--- src/design/end_pkg.sv ---
// Package: shared types and constants for the encoded number decoder.
package end_pkg;

    typedef enum logic [1:0] {
        KIND_INT     = 2'd0,
        KIND_REAL    = 2'd1,
        KIND_INVALID = 2'd2
    } t_kind;

    localparam logic [2:0] TYPE_FIX32A = 3'd0;
    localparam logic [2:0] TYPE_FIX32B = 3'd1;
    localparam logic [2:0] TYPE_FIX16  = 3'd2;
    localparam logic [2:0] TYPE_IEEE   = 3'd3;

    localparam logic [7:0] EXP_BIAS = 8'd127;

    typedef struct packed {
        logic [7:0] byte_first;
        logic [7:0] byte_second;
        logic [7:0] byte_third;
        logic [7:0] byte_fourth;
    } t_in_beat;

    typedef struct packed {
        logic [1:0]         result_kind;
        logic signed [31:0] int_value;
        logic [31:0]        real_bits;
    } t_out_beat;

endpackage

--- src/design/end_to_single.sv ---
// Module: scaled fixed-point to IEEE single conversion, round to nearest even.
module end_to_single (
    input  logic [31:0] i_raw,
    input  logic [4:0]  i_scale,
    output logic [31:0] o_bits
);
    logic        sign;
    logic [31:0] mag;
    logic [4:0]  msb;
    logic [31:0] norm;
    logic [23:0] keep;
    logic        guard;
    logic        sticky;
    logic [24:0] rounded;
    logic [7:0]  expo;

    // Find leading one: priority encode, the highest set bit wins.
    always_comb begin
        msb = 5'd0;
        for (int k = 0; k < 32; k++) begin
            if (mag[k]) msb = 5'(k);
        end
    end

    always_comb begin
        sign    = i_raw[31];
        mag     = sign ? (32'd0 - i_raw) : i_raw;
        // Left-justify so the leading one sits at bit 31.
        norm    = mag << (5'd31 - msb);
        keep    = norm[31:8];
        guard   = norm[7];
        sticky  = |norm[6:0];
        rounded = {1'b0, keep} + 25'(guard & (sticky | keep[0]));
        expo    = 8'(msb) + end_pkg::EXP_BIAS - 8'(i_scale) + 8'(rounded[24]);
        if (mag == 32'd0) begin
            o_bits = 32'd0;
        end else if (rounded[24]) begin
            o_bits = {sign, expo, rounded[23:1]};
        end else begin
            o_bits = {sign, expo, rounded[22:0]};
        end
    end
endmodule

--- src/design/encoded_number_decoder.sv ---
// Top level: binary encoded number decoder, one number per clock.
//
//  channel | direction | handshake             | payload
//  --------+-----------+-----------------------+------------------------------
//  input   | in        | i_start, o_busy       | i_in (t_in_beat, four bytes)
//  result  | out       | o_done strobe         | o_out (t_out_beat)
//  config  | in        | i_cfg_we              | i_cfg_data (number_format)
//
// A beat is taken on every edge with i_start high; o_busy is tied low because
// the byte-assembly and conversion logic ahead of the result register accepts
// a new beat each cycle. The result is registered and shows in the cycle after
// acceptance, with o_done high for exactly that cycle; the receiver cannot
// stall it. Synchronous active-low reset clears the strobe and the format.
module encoded_number_decoder (
    input  logic                i_clk,
    input  logic                i_rst_n,
    input  logic                i_start,
    output logic                o_busy,
    input  end_pkg::t_in_beat   i_in,
    input  logic                i_cfg_we,
    input  logic [7:0]          i_cfg_data,
    output logic                o_done,
    output end_pkg::t_out_beat  o_out
);
    logic [7:0]         r_fmt;
    logic               r_done;
    end_pkg::t_out_beat r_out;
    end_pkg::t_out_beat n_out;

    logic        lsb_first;
    logic [2:0]  fmt_type;
    logic [31:0] word32;
    logic [31:0] word16;
    logic [31:0] fix_raw;
    logic [4:0]  fix_scale;
    logic [31:0] single_bits;

    assign lsb_first = r_fmt[7];
    assign fmt_type  = r_fmt[6:4];

    // Assemble words in the selected byte order; 16-bit form sign-extends.
    always_comb begin
        if (lsb_first) begin
            word32 = {i_in.byte_fourth, i_in.byte_third, i_in.byte_second, i_in.byte_first};
            word16 = {{16{i_in.byte_second[7]}}, i_in.byte_second, i_in.byte_first};
        end else begin
            word32 = {i_in.byte_first, i_in.byte_second, i_in.byte_third, i_in.byte_fourth};
            word16 = {{16{i_in.byte_first[7]}}, i_in.byte_first, i_in.byte_second};
        end
    end

    always_comb begin
        if (fmt_type == end_pkg::TYPE_FIX16) begin
            fix_raw   = word16;
            fix_scale = {1'b0, r_fmt[3:0]};
        end else begin
            fix_raw   = word32;
            fix_scale = r_fmt[4:0];
        end
    end

    end_to_single u_to_single (
        .i_raw   (fix_raw),
        .i_scale (fix_scale),
        .o_bits  (single_bits)
    );

    // Pick the result kind; unused value fields drop to zero.
    always_comb begin
        n_out = '0;
        unique case (fmt_type)
            end_pkg::TYPE_FIX32A, end_pkg::TYPE_FIX32B, end_pkg::TYPE_FIX16: begin
                if (fix_scale == 5'd0) begin
                    n_out.result_kind = end_pkg::KIND_INT;
                    n_out.int_value   = fix_raw;
                end else begin
                    n_out.result_kind = end_pkg::KIND_REAL;
                    n_out.real_bits   = single_bits;
                end
            end
            end_pkg::TYPE_IEEE: begin
                n_out.result_kind = end_pkg::KIND_REAL;
                n_out.real_bits   = word32;
            end
            default: begin
                n_out.result_kind = end_pkg::KIND_INVALID;
            end
        endcase
    end

    always_ff @(posedge i_clk) begin
        if (!i_rst_n) begin
            r_fmt  <= 8'd0;
            r_done <= 1'b0;
        end else begin
            if (i_cfg_we) r_fmt <= i_cfg_data;
            r_done <= i_start;
        end
    end

    // Hold the payload register unreset; it is qualified by the strobe.
    always_ff @(posedge i_clk) begin
        if (i_start) r_out <= n_out;
    end

    assign o_busy = 1'b0;
    assign o_done = r_done;
    assign o_out  = r_out;
endmodule
--- config.mk ---
export PLATFORM = sky130hd
export DESIGN_NAME = encoded_number_decoder
export DESIGN_NICKNAME = d
export VERILOG_FILES = /design/src/design/end_pkg.sv /design/src/design/end_to_single.sv /design/src/design/encoded_number_decoder.sv
export SDC_FILE = /design/constraint.sdc
export NUM_CORES = 1
export LEC_CHECK = 0
export ABC_AREA = 1
export BUFFER_PORTS_ARGS = -buffer_cell sky130_fd_sc_hd__buf_4
export CORE_ASPECT_RATIO = 0.6
export CORE_MARGIN = 2
export CORE_UTILIZATION = 30
export DETAILED_ROUTE_END_ITERATION = 10
export HOLD_SLACK_MARGIN = 0.03
export PLACE_DENSITY = 0.57
export SYNTH_ARGS = -nofsm -noshare
export SYNTH_HDL_FRONTEND = slang
export SYNTH_SLANG_ARGS = --single-unit
--- constraint.sdc ---
create_clock -name i_clk -period 10.2 [get_ports i_clk]
set_input_delay 2.04 -clock i_clk [delete_from_list [all_inputs] [get_ports i_clk]]
set_output_delay 2.04 -clock i_clk [all_outputs]
set_load 0.02 [all_outputs]
---- Word level (Yosys, flattened, before mapping) ----
Cells that the tools add are included.
Widths: inputs -> output; s select.
cells by class
  equal/unequal tests ..................... 3
  multiplexer cells ....................... 42
  multipliers ............................. 0
  reductions and logical operators ........ 6
  magnitude comparators ................... 0
  bitwise logic cells ..................... 2
  shift-type cells ........................ 1
  divide/modulo/power cells ............... 0
  add/subtract/negate cells ............... 6
operator list
  cell                   count
  $mux 32                6
  $mux 5                 17
  $pmux 32 s2            1
  $logic_not 32->1       1
  $mux 4                 8
  $shl 32x5->32          1
  $sub 1x32->32 const A  1
  $add 24x25->25         1
  $and 1x25->25          1
  $mux 23                1
  $mux 3                 4
  $add 5x7->8 const B    1
  $add 8x1->8            1
  $sub 8x5->8            1
  $reduce_or 7->1        1
  $eq 3x2->1 const B     2
  $logic_not 5->1        1
  $sub 5x5->5 const A    1
  $mux 2                 2
  $pmux 2 s2             1
  $eq 3x1->1 const B     1
  $logic_not 3->1        1
  $reduce_or 3->1        1
  $mux 1                 2
  2 further kinds        2
storage, ports and cells
  ROM bits ................................ 0
  output and inout port bits .............. 68
  memories ................................ 0
  latch bits .............................. 0
  RAM bits ................................ 0
  logic and storage cells ................. 65
  input port bits ......................... 44
  register bits ........................... 75

---- Logic depth before layout (Yosys ltp) ----
  word-level depth ........................ 45
  depth in mapped cells ................... 67
  gate-level depth less buffers ........... 65

---- By module ----
Synthesis repeated with hierarchy kept, for this count alone.
second synthesis, totals
  cell total of the unflattened synthesis .. 1329
  area, all modules ....................... 8065.2 um2
by module, submodules not included
  module                  cells each  times used  sequential area each (um2)  area an instance (um2)
  end_to_single           864         1           0.0                         4297.9
  encoded_number_decoder  465         1           2162.1                      3767.4

---- Worst setup path after synthesis ----
Ideal clock, no wire load.
  path type ............................... input to register
  start ................................... input i_in[25] (netlist bit)
  end ..................................... register r_out (netlist bit o_out[27]), data pin
  path slack .............................. 2.437 ns
  arrival time ............................ 7.502 ns
  buffers on the path ..................... 1
  stages .................................. 56
  library setup time ...................... 0.261 ns
  cells stage by stage .................... nand2_1 > clkinv_1 > nor2_1 > nand2_1 > nand2_1 > ha_1 > nand3_2 > nor2_2 > nand3_2 > nor2_1 > nand4_1 > o21ai_1 > a21oi_1 > a21oi_1 > inv_2 > nand2_1 > nand2_1 > nand2_1 > (+20 left out) > inv_1 > ha_1 > nand4_1 > nor2_4 > nand2_4 > nor2_8 > nand2_4 > xor2_1 > ha_1 > inv_1 > nand2_2 > inv_1 > fa_1 > or2_2 > nor2_1 > a211oi_1 > xor2_1 > o21ai_0
RTL lines
  what                  line                           source
  start, declared       encoded_number_decoder.sv:19   input end_pkg::t_in_beat i_in,
  end signal, assigned  encoded_number_decoder.sv:103  if (i_start) r_out <= n_out;
  end, declared         encoded_number_decoder.sv:27   end_pkg::t_out_beat r_out;

==> results.py <==
metrics = {
    "status": {
        "status": "complete, no violations",
    },
    "finish": {
        "drive_gt1_frac": 0.174,
        "diodes": 0,
        "fin_util": 0.355,
        "syn2layout_area_growth_pct": 17.1,
        "nNetsFinal": 1316,
    },
    "setup_path": {
        "crit_top_cell": "nand2_1",
        "crit_arrival_ns": 9.55,
        "max_stage_delay_ns": 0.62,
        "criticalPathCategory": "in2reg",
        "start_kind": "input pin",
        "critPathSlowestCell": "nand2_1",
        "required_ns": 10.39,
        "end_kind": "flop",
        "cp_max_fo": 52,
    },
    "floorplanning": {
        "start_util": 0.303,
        "coreArea_sq_um": 25100,
        "top_level_ports": 112,
        "die_h_um": 127,
        "dieWidth_um": 210,
        "die_area_sq_um": 26700,
        "fp-row-count": 45,
    },
    "synth": {
        "synth_top_area_frac": 0.260,
        "synth_cell_type_count": 57,
        "synthFlopType": "edfxtp_1",
        "synth_area_leader_cell": "edfxtp_1",
        "synth_area_sq_um": 7610,
        "netlist_top_cells_count": "373 x nand2_1, 160 x nand3_1, 110 x inv_1",
        "ys_ff_latch": 75,
        "ys_warn_count": 0,
        "synth_nets": 1237,
        "async_flop_share": 0,
        "ys_seq_area_frac": 0.284,
        "syn_area_per_cell_sq_um": 6.42,
        "synth_area_leaders": "edfxtp_1 26%, nand2_1 18%, nand3_1 11%, inv_1 5.4%, nor2_1 5.1%",
        "yosysMostFrequentCell": "nand2_1",
        "syn_inst": 1185,
        "synth-edff-count": 66,
    },
    "clock_tree": {
        "cts_tree": "built",
        "ctsResizeCount": 0,
        "clock-sinks": 75,
        "numCtsBuffers": 9,
        "htreeDepth": 3,
        "clkTransAtPathRegs_ns": 0.06,
        "cts_hold_buf": 0,
        "root_buffer": "clkbuf_16",
        "clock_latency_ns": 0.36,
        "clockBufferDepth": 2,
        "post_cts_buffers": 0,
    },
    "timing": {
        "period_minus_slack_ns": 9.36,
        "fin_crit_sh": 0.918,
        "hold_viol": 0,
        "final-setup-viol-count": 0,
        "skew_ns": 0.00651,
        "fmax_ghz": 0.107,
        "setup_tns_ns": 0,
        "worst_pin_slew_ns": 0.985,
        "final_max_slew_viol_count": 0,
        "rsz0062_at_grt": "no",
        "relSlewSlack": 0.343,
    },
    "detailed_routing": {
        "detail-route-antenna-nets": 0,
        "vias": 8201,
        "drc_errors": 0,
        "wl_um": 28700,
        "drtIter0Drc": 961,
        "drtPass1Iterations": 6,
        "via_per_inst": 5.13,
        "wire_per_inst_um": 18.0,
    },
    "placed_design": {
        "place.gp.congestion": 0.979,
        "dp_hpwl_um": 23000,
        "io_buffers": 110,
    },
    "global_route": {
        "gr-total-overflow": 0,
        "grt_pass1_vias": 7396,
        "track_usage": 0.216,
        "grt_max_degree": 62,
        "grt_pass1_wl_um": 43700,
        "grt_antenna_before_repair": 0,
    },
    "pwr": {
        "power_density_nw_per_um2": 214,
        "ir_drop_mv": 0.0798,
        "p_leak_uw": 0.00441,
    },
    "run": {
        "max_cap_viol_count": 0,
    },
    "hold_path": {
        "min_path_type": "reg2reg",
    },
}
## power by group
part	total (uW)	switching (uW)	internal [uW]
registers	414	17.8	396
clock network	342	138	204
logic	1150	810	342
## path summary, 6_finish.rpt
kind	from	end	slack, ns	cells past startpoint
worst min register to register	r_fmt[6]	o_out[65]	0.48	0
worst max-delay path	i_in[23]	o_out[27]	0.84	63
worst min-delay path	r_fmt[6]	o_out[65]	0.48	0
worst max register to register	r_fmt[7]	o_out[27]	1.38	63
## state kept, by name, summed over array words and instances (netlist names)
register,count
o_done,1
o_out,66
r_fmt,8
## cells by family (layout without fill, tap and decap cells)
kind of cell	after synthesis	in the layout	share of synthesized area
xor gates and xnor gates	35	35	0.0413
other	1	1	0.000493
adders and majority gates	8	8	0.0141
AOI/OAI and AO/OA	162	162	0.121
and+or+nand+nor	708	708	0.423
muxes	1	1	0.00131
buffers and inverters	195	279	0.115
DFF	75	75	0.284
## critical path: cells and delay by family
| kind | cells | cell delay (ns) |
|---|---|---|
| compound gates | 2 | 0.26 |
| xor+xnor | 2 | 0.31 |
| fa+ha+maj | 3 | 0.73 |
| buf+inv | 7 | 0.89 |
| simple gates | 49 | 5.33 |
## per-stage QoR
stage / instance area [sq um] / worst slack (ns) / hold WS, ns / std cells / power (uW)
finish: 8910 / 0.838 / 0.482 / 1598 / 1910
global route: 8910 / 0.0564 / 0.508 / 1598 / 2050
CTS: 8910 / 0.999 / 0.491 / 1598 / 1890
detailed placement: 8600 / 0.647 / 0.476 / 1582 / 1540
global placement: 8600 / 0.755 / 0.474 / 1582 / 1550
floorplan: 7610 / 2.44 / 0.453 / 1185 / 1210
## layer usage
layer  GRT usage  up-vias  wire (um)
met3      0.0531       27       2880
met5           0        -          0
met1       0.346     3770      14600
li1            -     4032          -
met4      0.0442        0        467
met2       0.284      372      10800
## cell type report
class / count / area, sq um
Timing Repair Buffer: 122 / 916
Clock inverter: 5 / 60.1
Inverter: 141 / 534
Tap cell: 329 / 412
Clock buffer: 11 / 253
Multi-Input combinational cell: 915 / 4580
Fill cell: 2768 / 16200
Sequential cell: 75 / 2160
## placed cells by master, fill, tap and decap left out, types with 8 or more instances in the layout
cell type and count:
nand2_1 373, edfxtp_1 66, nand3_1 160, nor2_2 9
nand2_2 9, xor2_1 27, clkbuf_16 9, buf_4 122
inv_2 23, nor2_1 103, a21oi_1 28, inv_1 110
dfxtp_1 8, o21ai_1 41, o21ai_0 51, nand4_1 8
o211ai_1 14
Power figures use the tool's default switching activity.
